<file path="src/design/lbo_pkg.sv">
// Shared types, constants and helpers for the label boundary overlay block.
package lbo_pkg;

   localparam logic [31:0] WHITE_WORD = 32'h00ff_ffff;

   localparam int CSR_DATA_BITS = 12;
   localparam int CSR_INDEX_BITS = 1;

   localparam logic [CSR_INDEX_BITS-1:0] CFG_FRAME_WIDTH = 1'b0;
   localparam logic [CSR_INDEX_BITS-1:0] CFG_FRAME_HEIGHT = 1'b1;

   // neighborhood masks and output position flags, set by the front per slot
   typedef struct packed {
      logic b_top;
      logic b_bot;
      logic b_left;
      logic b_right;
      logic m_valid;
      logic m_top;
      logic m_bot;
      logic m_left;
      logic m_right;
      logic m_last;
   } ctl_type;

   localparam int CTL_BITS = 10;

   function automatic logic [31:0] clamp_fn(logic [31:0] v, logic [31:0] lo, logic [31:0] hi);
      logic [31:0] r;
      r = v;
      if (r < lo) r = lo;
      if (r > hi) r = hi;
      return r;
   endfunction

endpackage

</file>
<file path="src/design/lbo_front.sv">
// Front end: accepts items, tracks slot positions, drops early flushes, feeds the queue.
module lbo_front #(
   parameter int MAX_WIDTH = 2048,
   parameter int MAX_HEIGHT = 2048,
   parameter int LB = 16
) (
   input  logic                           clock,
   input  logic                           reset,
   input  logic                           frame_abort,
   input  logic [$clog2(MAX_WIDTH+1)-1:0] width,
   input  logic [$clog2(MAX_HEIGHT+1)-1:0] height,
   input  logic                           req_tvalid,
   output logic                           req_tready,
   input  logic                           req_opcode,
   input  logic [15:0]                    req_label,
   input  logic [31:0]                    req_color,
   input  logic                           q_full,
   output logic                           q_push,
   output lbo_pkg::ctl_type               q_ctl,
   output logic [$clog2(MAX_WIDTH)-1:0]   q_ncol,
   output logic [$clog2(MAX_WIDTH)-1:0]   q_bcol,
   output logic [LB-1:0]                  q_label,
   output logic [31:0]                    q_color
);

   localparam int XW = $clog2(MAX_WIDTH);
   localparam int WW = $clog2(MAX_WIDTH+1);
   localparam int YW = $clog2(MAX_HEIGHT+4);

   logic          fresh_ff, fresh_in;
   logic [XW-1:0] ncol_ff, ncol_in, bcol_ff, bcol_in, mcol_ff, mcol_in;
   logic [YW-1:0] nrow_ff, nrow_in, brow_ff, brow_in, mrow_ff, mrow_in;

   logic [XW-1:0] w_m1, w_m2, ncol_e, bcol_e, mcol_e;
   logic [YW-1:0] h_y, nrow_e, brow_e, mrow_e;
   logic          eof, n_in, accept;

   assign w_m1 = XW'(width - WW'(1));
   assign w_m2 = XW'(width - WW'(2));
   assign h_y  = YW'(height);

   // b runs w+1 slots behind, m runs 2w+2 behind; rows carry +2 / +3 offsets
   assign ncol_e = fresh_ff ? '0 : ncol_ff;
   assign nrow_e = fresh_ff ? '0 : nrow_ff;
   assign bcol_e = fresh_ff ? w_m1 : bcol_ff;
   assign brow_e = fresh_ff ? '0 : brow_ff;
   assign mcol_e = fresh_ff ? w_m2 : mcol_ff;
   assign mrow_e = fresh_ff ? '0 : mrow_ff;

   assign eof    = (nrow_e == h_y + YW'(2)) && (ncol_e == XW'(1));
   assign n_in   = nrow_e < h_y;

   assign req_tready = !q_full;
   assign accept     = req_tvalid && !q_full;
   assign q_push     = accept && !(req_opcode && n_in);

   always_comb begin
      ncol_in = (ncol_e == w_m1) ? '0 : ncol_e + XW'(1);
      nrow_in = (ncol_e == w_m1) ? nrow_e + YW'(1) : nrow_e;
      bcol_in = (bcol_e == w_m1) ? '0 : bcol_e + XW'(1);
      brow_in = (bcol_e == w_m1) ? brow_e + YW'(1) : brow_e;
      mcol_in = (mcol_e == w_m1) ? '0 : mcol_e + XW'(1);
      mrow_in = (mcol_e == w_m1) ? mrow_e + YW'(1) : mrow_e;
      fresh_in = eof;
   end

   always_comb begin
      q_ctl.b_top   = brow_e >= YW'(3);
      q_ctl.b_bot   = brow_e <= h_y;
      q_ctl.b_left  = bcol_e != '0;
      q_ctl.b_right = bcol_e != w_m1;
      q_ctl.m_valid = (mrow_e >= YW'(3)) && (mrow_e < h_y + YW'(3));
      q_ctl.m_top   = mrow_e >= YW'(4);
      q_ctl.m_bot   = mrow_e < h_y + YW'(2);
      q_ctl.m_left  = mcol_e != '0;
      q_ctl.m_right = mcol_e != w_m1;
      q_ctl.m_last  = (mrow_e == h_y + YW'(2)) && (mcol_e == w_m1);
   end

   assign q_ncol  = ncol_e;
   assign q_bcol  = bcol_e;
   assign q_label = req_label[LB-1:0];
   assign q_color = req_color;

   always_ff @(posedge clock) begin
      if (reset) begin
         fresh_ff <= 1'b1;
         ncol_ff  <= '0;
         nrow_ff  <= '0;
         bcol_ff  <= '0;
         brow_ff  <= '0;
         mcol_ff  <= '0;
         mrow_ff  <= '0;
      end else if (frame_abort) begin
         fresh_ff <= 1'b1;
      end else if (q_push) begin
         fresh_ff <= fresh_in;
         ncol_ff  <= ncol_in;
         nrow_ff  <= nrow_in;
         bcol_ff  <= bcol_in;
         brow_ff  <= brow_in;
         mcol_ff  <= mcol_in;
         mrow_ff  <= mrow_in;
      end
   end

endmodule

</file>
<file path="config.mk">
export PLATFORM = sky130hd
export DESIGN_NAME = lbo_front
export DESIGN_NICKNAME = d
export VERILOG_FILES = /design/src/design/lbo_pkg.sv /design/src/design/lbo_front.sv
export SDC_FILE = /design/constraint.sdc
export NUM_CORES = 1
export LEC_CHECK = 0
export BUFFER_PORTS_ARGS = -buffer_cell sky130_fd_sc_hd__buf_2
export CAP_MARGIN = 20
export CELL_PAD_IN_SITES_DETAIL_PLACEMENT = 1
export CELL_PAD_IN_SITES_GLOBAL_PLACEMENT = 1
export CORE_MARGIN = 4
export CORE_UTILIZATION = 35
export CTS_BUF_LIST = sky130_fd_sc_hd__clkbuf_4 sky130_fd_sc_hd__clkbuf_8
export CTS_CLUSTER_DIAMETER = 120
export DETAILED_ROUTE_END_ITERATION = 7
export GPL_TIMING_DRIVEN = 1
export PLACE_DENSITY_LB_ADDON = 0.1
export SLEW_MARGIN = 40
export SYNTH_ARGS = -nofsm -noshare
export SYNTH_HDL_FRONTEND = slang
export SYNTH_SLANG_ARGS = --single-unit
</file>
<file path="constraint.sdc">
create_clock -name clock -period 4.2 [get_ports clock]
set_clock_uncertainty 0.05 [all_clocks]
set_input_delay 0 -clock clock [delete_from_list [all_inputs] [get_ports clock]]
set_output_delay 0 -clock clock [all_outputs]
set_load 0.05 [all_outputs]
</file>
; ---- Yosys cells after proc, flatten, opt, wreduce, memory -nomap -nowiden
; Cells that the tools add are included.
[word_totals]
ff_bits = 70
in_bits = 78
out_inout_bits = 82
[op_classes]
add_sub_neg = 10
n_lt_le_gt_ge = 7
n_eq_ne = 8
n_mux = 12
bitwise = 1
reduce_logical = 12
[ops]
columns = op, n
row1 = 12-bit 2-to-1 mux, 6
row2 = 11-bit 2-to-1 mux, 6
row3 = "12-bit by 1-bit adder with 12-bit output, second input constant", 3
row4 = 12-bit < comparator, 3
row5 = "11-bit by 1-bit adder with 11-bit output, second input constant", 3
row6 = 11-bit == test, 3
row7 = "12-bit by 2-bit adder with 12-bit output, second input constant", 2
row8 = 12-bit == test, 2
row9 = "12-bit by 2-bit greater-or-equal comparator with 1-bit output, second input constant", 2
row10 = 11-bit inequality test, 2
row11 = 11-bit nonzero test, 2
row12 = "12-bit by 3-bit greater-or-equal comparator with 1-bit output, second input constant", 1
row13 = 12-bit less-or-equal comparator, 1
row14 = "11-bit by 1-bit == test with 1-bit output, second input constant", 1
row15 = "11-bit by 1-bit subtractor with 11-bit output, second input constant", 1
row16 = "11-bit by 2-bit subtractor with 11-bit output, second input constant", 1
row17 = 1-bit logical AND, 6
row18 = 1-bit zero test, 2
row19 = 2-bit AND reduction, 1
row20 = 2-bit OR reduction, 1
row21 = 1-bit NOT, 1

; ---- Logic depth before layout (Yosys ltp)
[logic_depth]
depth_word = 6
mapped_depth = 19

; ---- Worst setup path after synthesis
; No wires, ideal clock.
[synth_timing]
kind = reg-to-reg
from = reg fresh_ff
to = reg mrow_ff[3]
setup_ps = 74
arrival_time_ps = 4410
setup_slack_ps = -334
stages_incl_launch_ff = 20
path_buffers = 11
path_cell_list = dfxtp_1 > buf_2 > buf_2 > buf_1 > buf_1 > buf_1 > clkbuf_1 > clkbuf_1 > nor2b_1 > ha_1 > nor2b_1 > o211ai_1 > a21oi_1 > o21ai_0 > clkbuf_1 > clkbuf_1 > clkbuf_1 > clkbuf_1 > nand2_1 > a31oi_1
[synth_between]
elab_chain_len = 6
[synth_lines]
columns = item, line_no
row1 = start: declaration, lbo_front.sv:30  ; logic fresh_ff, fresh_in;
row2 = start signal: assignment, lbo_front.sv:97  ; fresh_ff <= fresh_in;
row3 = 12-bit 2-to-1 mux, lbo_front.sv:44  ; assign nrow_e = fresh_ff ? '0 : nrow_ff;
row4 = 12-bit < comparator, lbo_front.sv:51  ; assign n_in = nrow_e < h_y;
row5 = 1-bit logical AND, lbo_front.sv:55  ; assign q_push = accept && !(req_opcode && n_in);
row6 = 1-bit zero test, lbo_front.sv:55
row7 = 1-bit logical AND, lbo_front.sv:55
row8 = 2-bit AND reduction (no source line), --
row9 = end signal: assignment, lbo_front.sv:103  ; mrow_ff <= mrow_in;
row10 = end: declaration, lbo_front.sv:32  ; logic [YW-1:0] nrow_ff, nrow_in, brow_ff, brow_in, mrow_ff, mrow_in;
; Several ways; a longest one is shown, not always the timed one.
; A chain may end at the register's enable or synchronous reset.

==> impl_metrics.py <==
metrics = {
    "route": {
        "drc_errors": 0,
        "dr_total_vias": 7350,
        "antenna_left": 0,
        "drt_first_pass_iters": 4,
        "vias_per_cell": 5.59,
        "wl_per_cell_um": 19.0,
        "drt_iter0_drc": 281,
        "wirelength_um": 25000,
    },
    "timing": {
        "setup_slack_ns": 0.275,
        "period_needed_ns": 3.92,
        "fin_crit_sh": 0.934,
        "drv_slew": 0,
        "clock.fmax_ghz": 0.255,
        "worst_slew_pin_slew_ns": 0.740,
        "setup_tns_ns": 0,
        "hold_viol_final": 0,
        "relSlewSlack": 0.502,
        "rsz0062_at_grt": "no",
        "setup-violations-final": 0,
    },
    "global_route": {
        "track_usage": 0.203,
        "grt_pass1_vias": 7376,
        "grt_first_pass_wirelength_um": 40400,
        "grt_max_degree": 61,
        "antenna_found_initial": 0,
        "overflow": 0,
    },
    "synthesis": {
        "synth_edf_count": 0,
        "avgSynthCellArea_um2": 7.77,
        "synth_ff_type": "dfxtp_1",
        "ys_seq_area_frac": 0.180,
        "synthTopCellsByCount": "80 x nand2_1, 70 x dfxtp_1, 63 x ha_1, 62 x xnor2_1, 57 x a21oi_1",
        "yosys-top-cells-area": "dfxtp_1 18%, ha_1 10%, xnor2_1 7.0%",
        "netlist_area_um2": 7770,
        "synth.net_count": 1141,
        "yosysTopAreaCell": "dfxtp_1",
        "async_reset_ff_frac": 0,
        "synth_top_area_share": 0.180,
        "ys_warn_count": 0,
        "synth_most_common_cell": "nand2_1",
        "ys_seq_elements": 70,
        "netlist_instances": 1000,
        "yosys.cell_types.count": 80,
    },
    "clock_tree": {
        "postCtsSetupBuffers": 0,
        "htreeDepth": 3,
        "root_buffer": "clkbuf_8",
        "cts.clk_slew.worst_paths_ns": 0.09,
        "cts_resized": 0,
        "cts_sinks": 70,
        "clock_latency_ns": 0.37,
        "tritoncts": "built",
        "hold_buffers": 49,
        "numCtsBuffers": 9,
        "cts_buffer_depth": 2,
    },
    "critical_path": {
        "path_max_fanout": 38,
        "startpoint_type": "flop",
        "critPathKind": "flop to output port",
        "worst_ep_arrival_time_ns": 3.87,
        "endpoint_kind": "output port",
        "crit_required_ns": 4.15,
    },
    "place": {
        "hpwl_um": 18900,
        "dpl_cell_area_um2": 7970,
        "numPortBuffers": 62,
        "dp_slack_ns": 0.368,
        "routabilityCongestion": 0.792,
    },
    "worst_hold_path": {
        "hold_path_class": "input pin to flop",
    },
    "floorplanning": {
        "rows": 54,
        "start_util": 0.356,
        "die_area_um2": 24600,
        "die_y_um": 157,
        "coreArea_um2": 21800,
        "top_level_ports": 160,
        "fp.dieW_um": 157,
    },
    "flow_run": {
        "maxCapViolCount": 0,
    },
    "cells_and_area": {
        "drive_above_1_share": 0.135,
        "fin_area_um2": 8690,
        "antennaDiodeCount": 0,
        "multi_input_area_um2": 5590,
        "area.sequential_um2": 1410,
        "syn2layout_area_growth_pct": 11.9,
        "fillCellCount": 2638,
        "nNetsFinal": 1172,
        "final_core_util": 0.398,
    },
    "outcome": {
        "status": "completed",
    },
    "power": {
        "max-vdd-ir-drop_mv": 0.169,
        "leakage_uw": 0.00350,
        "p_per_area_nw_per_um2": 206,
    },
}
[layout make-up]
type,count,area share
Clock buffer,9,0.0143
Clock inverter,7,0.0114
Inverter,48,0.0207
Multi-Input combinational cell,772,0.643
Sequential cell,70,0.162
Tap cell,280,0.0403
Timing Repair Buffer,130,0.109
[placed cells by master (no fill, tap or decap), types with 9 or more instances in the layout]
cell and instances:
inv_1 47, and3_1 26, a21oi_1 57, nand2_1 80, nand4_1 31, xor2_1 15
a31oi_1 20, nor2_1 51, dlygate4sd3_1 49, nor2b_1 53, clkbuf_8 9, buf_2 62
xnor2_1 62, ha_1 63, nor4_1 15, a31o_2 9, nor3_1 21, a22o_1 11
or4_1 15, a21o_1 13, dfxtp_1 69, xnor3_1 10, buf_4 19, o21ai_0 31
nand3_1 43
[where the power goes]
part           internal (uW)  switching (uW)
registers                665            4.12
logic                    159             326
clock network            336             300
total                   1160             629
[routing by layer]
metal	vias up	GRT usage	routed length, um
met5	-	0	0
met4	0	0.0393	229
met3	17	0.0258	824
met2	140	0.331	11400
met1	3542	0.291	12600
li1	3651	-	-
[logic make-up after synthesis]
| logic type | share of synthesized area |
|---|---|
| AO/OA/AOI/OAI | 0.182 |
| XOR/XNOR | 0.127 |
| adder cells (fa/ha/maj) | 0.101 |
| buffers and inverters | 0.104 |
| flip-flops | 0.180 |
| multiplexers | 0.0219 |
| AND/OR/NAND/NOR | 0.283 |
[critical path, cell delays in order (launching register included)]
cell and delay, ns:
dfxtp_4 0.63, or4b_2 0.61, mux2_2 0.29, nand2_1 0.14, xnor2_1 0.13, and4_1 0.57
inv_1 0.38, nor4_1 0.41, buf_2 0.33
[stage by stage]
step | hold slack [ns] | std cells | power, uW
after CTS | 0.0658 | 1316 | 1830
after global routing | 0.100 | 1316 | 1890
final | 0.0831 | 1316 | 1790
after floorplan | 0.0527 | 1000 | 1070
after global placement | -0.0497 | 1251 | 1040
after detailed placement | -0.0497 | 1251 | 1040
[sequential cells by signal, summed over array words and instances (netlist names)]
signal	cells
fresh_ff	1
mcol_ff	11
bcol_ff	11
ncol_ff	11
brow_ff	12
mrow_ff	12
nrow_ff	12
[final timing paths]
kind                            depth (start not counted)                      from                       end  slack (ns)
worst max-delay path                                    8     fresh_ff$_SDFFE_PP1P_                  q_ctl[0]        0.28
worst min-delay path                                    4                     reset   brow_ff[2]$_SDFFE_PP0P_        0.08
worst max register to register                          8     fresh_ff$_SDFFE_PP1P_   mrow_ff[9]$_SDFFE_PP0P_        0.54
worst min register to register                          2  ncol_ff[10]$_SDFFE_PP0P_  ncol_ff[10]$_SDFFE_PP0P_        0.40
Note: power is estimated with default switching activity, not from simulation.
