**src/design/lbo_queue.sv**
```systemverilog
// Small register FIFO between the front and the back.
module lbo_queue #(
   parameter int WIDTH = 8,
   parameter int DEPTH = 4
) (
   input  logic             clock,
   input  logic             reset,
   input  logic             push,
   input  logic [WIDTH-1:0] din,
   output logic             full,
   input  logic             pop,
   output logic [WIDTH-1:0] dout,
   output logic             empty
);

   localparam int PW = $clog2(DEPTH);
   localparam int CW = $clog2(DEPTH+1);

   logic [WIDTH-1:0] slot_ff [DEPTH];
   logic [PW-1:0]    wr_ptr_ff, rd_ptr_ff;
   logic [CW-1:0]    count_ff, count_in;
   logic             do_push, do_pop;

   assign full    = count_ff == CW'(DEPTH);
   assign empty   = count_ff == '0;
   assign do_push = push && !full;
   assign do_pop  = pop && !empty;
   assign dout    = slot_ff[rd_ptr_ff];

   always_comb begin
      count_in = count_ff;
      if (do_push && !do_pop) count_in = count_ff + CW'(1);
      else if (do_pop && !do_push) count_in = count_ff - CW'(1);
   end

   always_ff @(posedge clock) begin
      if (reset) begin
         wr_ptr_ff <= '0;
         rd_ptr_ff <= '0;
         count_ff  <= '0;
      end else begin
         count_ff <= count_in;
         if (do_push) wr_ptr_ff <= (wr_ptr_ff == PW'(DEPTH-1)) ? '0 : wr_ptr_ff + PW'(1);
         if (do_pop) rd_ptr_ff <= (rd_ptr_ff == PW'(DEPTH-1)) ? '0 : rd_ptr_ff + PW'(1);
      end
   end

   always_ff @(posedge clock) begin
      if (do_push) slot_ff[wr_ptr_ff] <= din;
   end

endmodule

```
**config.mk**
```make
export PLATFORM = sky130hd
export DESIGN_NAME = lbo_queue
export DESIGN_NICKNAME = d
export VERILOG_FILES = /design/src/design/lbo_queue.sv
export SDC_FILE = /design/constraint.sdc
export NUM_CORES = 1
export LEC_CHECK = 0
export ABC_AREA = 1
export BUFFER_PORTS_ARGS = -buffer_cell sky130_fd_sc_hd__buf_2
export CORE_ASPECT_RATIO = 1.25
export CORE_MARGIN = 2
export CORE_UTILIZATION = 43
export CTS_BUF_LIST = sky130_fd_sc_hd__clkbuf_16
export CTS_CLUSTER_SIZE = 25
export DETAILED_ROUTE_END_ITERATION = 8
export HOLD_SLACK_MARGIN = 0.06
export MAX_ROUTING_LAYER = met4
export PLACE_DENSITY_LB_ADDON = 0.05
export SLEW_MARGIN = 20
export SYNTH_ARGS = -nofsm -noshare
export SYNTH_HDL_FRONTEND = slang
export SYNTH_SLANG_ARGS = --single-unit
```
**constraint.sdc**
```tcl
create_clock -name clock -period 2.15 [get_ports clock]
set_input_delay 0.43 -clock clock [delete_from_list [all_inputs] [get_ports clock]]
set_output_delay 0.43 -clock clock [all_outputs]
set_load 0.03 [all_outputs]
```
## Word level (Yosys, flattened, before mapping)

Memory sizes are Yosys's and may differ from the RTL's. A register that Yosys moved wholly into a read port is not among the register bits.
Cells that the tools add are included.

| storage, ports and cells | value |
|---|---|
| latch bits | 0 |
| memory bits (writable) | 32 |
| ROM bits | 0 |
| bits in registers | 7 |
| logic and storage cells | 29 |
| memories | 1 |
| input bits | 12 |

| operators by class | value |
|---|---|
| multiplexer cells | 8 |
| multiply operators | 0 |
| magnitude comparators | 0 |
| divide/modulo/power cells | 0 |
| reduce and logical (&&, ||, !) cells | 10 |
| eq/ne operators | 3 |
| add/sub/neg operators | 4 |
| bitwise gates (word level) | 0 |
| shifts and indexed selects | 0 |

Memory list:

| name | words | bits a word | rd ports | clocked after Yosys merged registers in | write ports | RTL line | source |
|---|---|---|---|---|---|---|---|
| slot_ff | 4 | 8 | 1 | 1 | 1 | 19 | `logic [WIDTH-1:0] slot_ff [DEPTH];` |

Operators by type and width:

| cell | number |
|---|---|
| two-way mux 2 bit | 4 |
| two-way mux 3 bit | 2 |
| adder 2 x 1 -> 2 bit, second input constant | 2 |
| == test 2 bit, second input constant | 2 |
| logical AND 1 bit | 4 |
| zero test 1 bit | 4 |
| adder 3 x 1 -> 3 bit, second input constant | 1 |
| == test 3 bit, second input constant | 1 |
| zero test 3 bit | 1 |
| subtractor 3 x 1 -> 3 bit, second input constant | 1 |
| two-way mux 1 bit | 2 |
| nonzero test 2 bit | 1 |

## Logic depth before layout (Yosys ltp)

Gate-level depths: netlist of run 1.

| logic depth | value |
|---|---|
| depth after elaboration | 7 |
| mapped depth | 13 |
| gate-level depth less buffers | 13 |

## Least setup slack after synthesis of run 1

Ideal clock, no wire load.

| timing path | value |
|---|---|
| path type | flip-flop to flip-flop |
| from | register count_ff[1] |
| to | register count_ff[1] |
| path buffers | 0 |
| stages on the path, launching flop included | 10 |
| data arrival time | 1574 ps |
| period minus slack after synthesis | 1690 ps |
| required time | 2034 ps |
| slack | 460 ps |
| cell sequence | dfxtp_1 > nor2_1 > nand2_1 > nand2_2 > inv_1 > ha_1 > inv_1 > fa_1 > o21ai_0 > nor2_1 |

| on the way | value |
|---|---|
| elaborated cells on any way between the ends | 15 |

RTL lines:

| item | RTL line | source |
|---|---|---|
| start: declaration | 21 | `logic [CW-1:0] count_ff, count_in;` |
| start signal: assignment | 42 | `count_ff <= count_in;` |
| == test 3 bit | 24 | `assign full = count_ff == CW'(DEPTH);` |
| zero test 1 bit | 26 | `assign do_push = push && !full;` |
| logical AND 1 bit | 26 |  |
| net do_push | 22 | `logic do_push, do_pop;` |
| logical AND 1 bit | 32 | `if (do_push && !do_pop) count_in = count_ff + CW'(1);` |
| two-way mux 3 bit | 32 |  |
| net count_in[1] | 21 |  |

The timed path passes the listed nets, and every way through them passes these cells. The select of a mux whose other input is x is not followed.
A chain may end at the register's enable or synchronous reset.

==> results of run 1 <==
-- cell usage in the layout (no fill, tap or decap), drive strengths merged --
| cell type | n |
|---|---|
| nand3b | 2 |
| nand4 | 1 |
| ha | 6 |
| nor2 | 33 |
| inv | 18 |
| dfxtp | 9 |
| fa | 1 |
| xor2 | 1 |
| o21ai | 17 |
| edfxtp | 32 |
| clkinv | 3 |
| nand2 | 14 |
| clkbuf | 5 |
| o22ai | 8 |
| buf | 26 |
| nand3 | 1 |
| a21oi | 2 |
-- layout make-up --
class	count	area [um^2]
fill	355	1760
sequential	41	1140
timing repair buffer	26	143
clock buffer	5	125
clock inverter	3	12.5
tap	54	67.6
inverter	18	67.6
multi-input combinational	86	465
-- critical path, cell delays in order, from the launching register on --
cell and delay (ns):
dfxtp_1 0.41, inv_1 0.28, o21ai_0 0.14, o22ai_1 0.16
buf_2 0.23
-- worst paths after layout --
check	start	end	slack (ns)	depth (start not counted)
worst min register to register	count_ff[1]	count_ff[1]	0.54	2
worst max-delay path	flip-flop	dout[3]	0.22	4
worst min-delay path	reset	count_ff[0]	0.32	2
worst max register to register	count_ff[1]	count_ff[1]	0.30	9
-- kinds of logic (layout without fill, tap and decap cells) --
logic type / Yosys count / in the layout / synth area share, %
adder cells (fa/ha/maj): 7 / 7 / 5.60
XOR/XNOR: 1 / 1 / 0.516
AO/OA/AOI/OAI: 27 / 27 / 9.22
AND/OR/NAND/NOR: 51 / 51 / 12.1
flip-flops: 41 / 41 / 67.3
buffers and inverters: 20 / 52 / 5.31
-- synth_stat cells, types with 2 or more instances --
cell type	count	area, um^2
a21oi_1	2	10.0
nor2_1	33	124
dfxtp_1	9	180
ha_1	6	75.1
nand2_1	13	48.8
buf_6	2	22.5
nand3b_1	2	15.0
o21ai_0	13	65.1
inv_1	17	63.8
o22ai_1	8	50.1
edfxtp_1	32	961
o21ai_2	3	26.3
-- where the power goes --
group	switching (W)	total (W)	internal, W
logic	0.000613	0.000904	0.000291
clock network	0.000262	0.000680	0.000418
registers	0.0000857	0.00107	0.000984
total	0.000960	0.00265	0.00169
-- sequential cells by signal, summed over array words and instances, names as in the netlist, named ones only --
name       count
slot_ff       32
count_ff       3
rd_ptr_ff      2
wr_ptr_ff      2
-- routing by layer --
metal | routed length (um) | vias up
met4 | 46 | 0
met2 | 1580 | 19
met1 | 1200 | 527
met5 | 0 | -
met3 | 97 | 7
li1 | - | 562
-- metrics by stage --
stage          worst slack (ns)  hold WS (ns)  util (%)
2_1_floorplan             0.460         0.483         -
3_3_place_gp              0.374         0.513      49.8
3_5_place_dp              0.293         0.533      49.8
4_1_cts                   0.210         0.320      53.4
5_1_grt                  0.0954         0.334      53.4
6_report                  0.225         0.324      53.4
==> impl_results.md, run 1 <==
- Final setup fails: 0
- Average wire per standard cell: 12.6 um
- Vias in the first global route: 1089
- Pins over their slew limit: 0
- Fraction of met1 tracks used by global routing: 16.3%
- Area growth syn-to-layout: 19.2%
- Clock skew: 0.00347 ns
- Area of placed instances: 0.00188 mm^2
- Cell variety after synth: 19
- Post-cts resize count: 0
- Detailed Place HPWL: 2050 um
- Detailed Routing Iterations Pass 1: 4
- Wire length of the first global-routing pass: 4840 um
- Vias per inst: 4.79
- Antenna diode count: 0
- Number of rows created at floorplan: 25
- DRT antenna net count: 0
- Standby leakage power: 0.827 nW
- Class of the worst hold path: input pin to flip-flop
- Antenna violations before repair: 0
- TritonCTS clock tree: done
- Fraction of registers with async set/reset: 0%
- Met2 track demand over resource: 27.3%
- Worst setup EP type: output port
- Mapped Area: 0.00170 mm^2
- Maximum clock frequency: 519 MHz
- Height of the chip: 74.2 um
- Clock Path Buffers: 2
- Total Wirelength: 2930 um
- Library cell used as clock root buffer: clkbuf_16
- Cell Count, Final, Fillers Out: 233
- Post-CTS clock slew at the launch and capture registers of the worst setup and hold paths: 0.05 ns
- EDFF count, synth: 32
- Number of buffers inserted to repair setup after CTS: 0
- Die extent in x: 60.2 um
- Final estimated routing congestion in global placement: 0.716
- Maximum number of pins on one net before global-route repair: 17
- Result of the run: complete, no violations
- Critical path class: flip-flop to output port
- Post-route DRC: 0
- Seq/Total Area, Yosys: 67.3%
- PwrDens: 1310 mW/mm^2
- Count of pins on the block boundary: 22
- Final TNS setup: 0 ns
- Share of the clock period used by the worst path after layout: 89.6%
- Cell count after synthesis: 147
- Mean cell area of the mapped netlist: 11.5 um^2
- Clock period minus final worst setup slack: 1.93 ns
- DRC marker count from the first detailed-route iteration: 39
- Final Hold Fails: 0
- Layout cell share with drive strength beyond 1: 20.7%
- Total Die Area: 0.00447 mm^2
- CTS sink cnt: 41
- Core Region: 0.00378 mm^2
- Total routing resource utilization after global routing: 15.9%
- Global routing's busiest layer: met2
- Design area: 0.00202 mm^2
- Highest ir drop seen on vdd: 0.470 mV
- Initial standard-cell utilization of the core: 44.8%
- Primary FF master, synth: edfxtp_1
- GR Overflow Total: 0
- Element type at the critical path start: flip-flop
- Reported max-cap violation count: 0
- Unrepaired setup endpoints after global routing: false
- Number of placed instances, taps included: 225
- Synthesized netlist net count: 166
- Maximum level of the CTS H-tree: 2
- Met3 global-route usage: 4.35%
- Count of buffers from port buffering: 21
- Synthesized flop and latch total: 41
- Cts-stage hold buffer count: 0
- Worst EP arrival: 1.50 ns
- Total power: 0.00265 W
- Worst Path Max Fanout: 9
- Data required time at the worst endpoint: 1.72 ns
- Total Nets Final: 197
- Slew at the pin with the worst max-slew slack: 0.334 ns
- Worst relative slew slack: 77.7%
- Clock latency of the later-clocked register in the worst-skew pair: 0.28 ns
- Total number of yosys warnings: 0
- Vias post-DR: 1115
- Clock buffer count from CTS: 5
Note: power is estimated with default switching activity, not from simulation.
==> run 2: changes to the inputs <==
--- a/config.mk
+++ b/config.mk
@@ -15,7 +15,6 @@
 export DETAILED_ROUTE_END_ITERATION = 8
 export HOLD_SLACK_MARGIN = 0.06
 export MAX_ROUTING_LAYER = met4
-export PLACE_DENSITY_LB_ADDON = 0.05
 export SLEW_MARGIN = 20
 export SYNTH_ARGS = -nofsm -noshare
 export SYNTH_HDL_FRONTEND = slang
==> constraint.sdc (replaced) <==
create_clock -name clock -period 1.55 [get_ports clock]
set_input_delay 0.31 -clock clock [delete_from_list [all_inputs] [get_ports clock]]
set_output_delay 0.31 -clock clock [all_outputs]
set_load 0.03 [all_outputs]
==> run 2 against run 1 <==
Compared with the run above: the flow now finishes with violations (setup timing); setup slack got worse by 0.27 ns; clock-buffer cell count unchanged; core utilization increased by 7.8 points; sequential power increased by 43%; clock skew about the same; non-clock buffer count increased by 14; critical path type is now flip-flop to flip-flop.
==> impl_results.md, run 2 (synthesis gave the netlist of run 1 again) <==
- Flip-flop count of the largest register, all copies and words added: 32
- Worst EP arrival: 1.81 ns
- Total Wirelength: 3420 um
- Maximum clock frequency: 628 MHz
- Worst Path Max Fanout: 2
- Detailed route wirelength on metal2: 1880 um
- Slew at the pin with the worst max-slew slack: 0.196 ns
- Area of placed instances: 0.00198 mm^2
- Commonest cells after routing, fill and taps aside: nor2_1, edfxtp_1, buf_4
- Pins over their slew limit: 0
- Layout cell share with drive strength beyond 1: 39.4%
- Worst path slowest cell: fa_2
- Final estimated routing congestion in global placement: 0.708
- Post-CTS clock slew at the launch and capture registers of the worst setup and hold paths: 0.05 ns
- Wire length on met3: 129 um
- Antenna violations before repair: 0
- Failing checks: setup timing
- Setup slack after layout: -0.0425 ns
- Wire length of the first global-routing pass: 5220 um
- Count of buffers from port buffering: 21
- Highest routed metal layer: met4
- Total Die Area: 0.00447 mm^2
- DRC marker count from the first detailed-route iteration: 41
- Worst relative slew slack: 86.9%
- Maximum level of the CTS H-tree: 2
- Total Nets Final: 211
- Clock latency of the later-clocked register in the worst-skew pair: 0.28 ns
- PwrDens: 1930 mW/mm^2
- Clock buffer count from CTS: 5
- Cts-stage hold buffer count: 0
- Worst r2r src: count_ff[0]
- Initial standard-cell utilization of the core: 44.8%
- Vias post-DR: 1185
- Element type at the critical path start: flip-flop
- Post-route DRC: 0
- Metal-1 WL: 1340 um
- Area growth syn-to-layout: 36.6%
- CP max stage delay: 0.36 ns
- Data required time at the worst endpoint: 1.77 ns
- TritonCTS clock tree: done
- Core Region: 0.00378 mm^2
- Library cell used as clock root buffer: clkbuf_16
- Reported max-cap violation count: 0
- Cell Chain, Critical Path: nor2_4 -> nand2_2 -> nand2_2 -> ha_4 -> inv_4 -> fa_2 -> nand2_2 -> nand3_2 -> nand2_1 -> inv_1 -> nor2_1
- Detailed Routing Iterations Pass 1: 4
- Vias in the first global route: 1161
- Clock skew: 0.00355 ns
- Unrepaired setup endpoints after global routing: true
- Source of the worst hold timing path: reset
- Critical path class: flip-flop to flip-flop
- Design area: 0.00232 mm^2
- Largest registers: slot_ff x32, count_ff x3
- Most flops, register: slot_ff
- DRT antenna net count: 0
- GR Overflow Total: 0
- Launch point of the worst path: count_ff[0]
- Worst setup EP type: flip-flop
- Height of the chip: 74.2 um
- Clock period minus final worst setup slack: 1.59 ns
- Count of pins on the block boundary: 22
- Number of rows created at floorplan: 25
- Final core utilization: 61.2%
- Vias per inst: 4.80
- Result of the run: finished with violations
- Highest ir drop seen on vdd: 1.03 mV
- Total routing resource utilization after global routing: 17.2%
- Detailed Place HPWL: 2270 um
- Standby leakage power: 0.946 nW
- CTS sink cnt: 41
- Final Hold Fails: 0
- Antenna diode count: 0
- Maximum number of pins on one net before global-route repair: 17
- CP delay by family, top: simple AND/OR/NAND/NOR gates
- Worst setup timing slack at the placement stage: -0.0612 ns
- Clock Path Buffers: 2
- Final setup fails: 4
- Final TNS setup: -0.0607 ns
- WP buf/inv: 2
- Class of the worst hold path: input pin to flip-flop
- Average wire per standard cell: 13.8 um
- Share of the clock period used by the worst path after layout: 103%
- Cell with the most instances on the worst path: nand2_2
- Die extent in x: 60.2 um
-- run 2: changes by cell type in the layout (fill, tap and decap cells not counted), sizes merged --
| cell | change |
|---|---|
| buf | +13 |
| bufinv | +1 |
| clkbuf | +1 |
| clkinv | -2 |
| inv | +1 |
-- run 2: repair_timing --
item | in CTS | in global routing
endpoints found under the setup margin | 10 | 12
resized for setup | 25 | 28
pin swaps | 9 | 16
endpoints found under the hold margin | 0 | 0
setup buffers | 4 | 2
gates cloned | 1 | 0
-- run 2: path summary, 6_finish.rpt --
check        slack [ns]  cells after the start           end
max               -0.04                     11   count_ff[2]
min                0.19                      2   count_ff[0]
max reg2reg       -0.04                     11   count_ff[2]
min reg2reg        0.54                      2  wr_ptr_ff[1]
-- run 2: metrics by stage --
stage / hold slack, ns / total power (W) / cells
6_report: 0.190 / 0.00448 / 247
5_1_grt: 0.185 / 0.00473 / 247
4_1_cts: 0.183 / 0.00431 / 245
3_3_place_gp: 0.477 / 0.00290 / 232
2_1_floorplan: 0.373 / 0.00250 / 147
3_5_place_dp: 0.477 / 0.00297 / 232
-- run 2: layout make-up --
class	instances	area (um^2)
repair buffers	40	295
clock buffers	5	125
fillers	295	1470
well taps	54	67.6
inverters	18	82.6
clock inverters	3	37.5
flip-flops and latches	41	1160
multi-input cells	86	553
-- run 2: report_power, final --
group	internal (W)	switching [W]	leakage (nW)
sequential	0.00139	0.000144	0.370
combinational	0.000779	0.00103	0.493
clock	0.000747	0.000391	0.0826
-- run 2: layer usage --
metal	up-vias	global-route usage, %
li1	589	-
met1	572	16.8
met2	19	30.4
met3	5	5.39
met4	0	7.90
met5	-	-
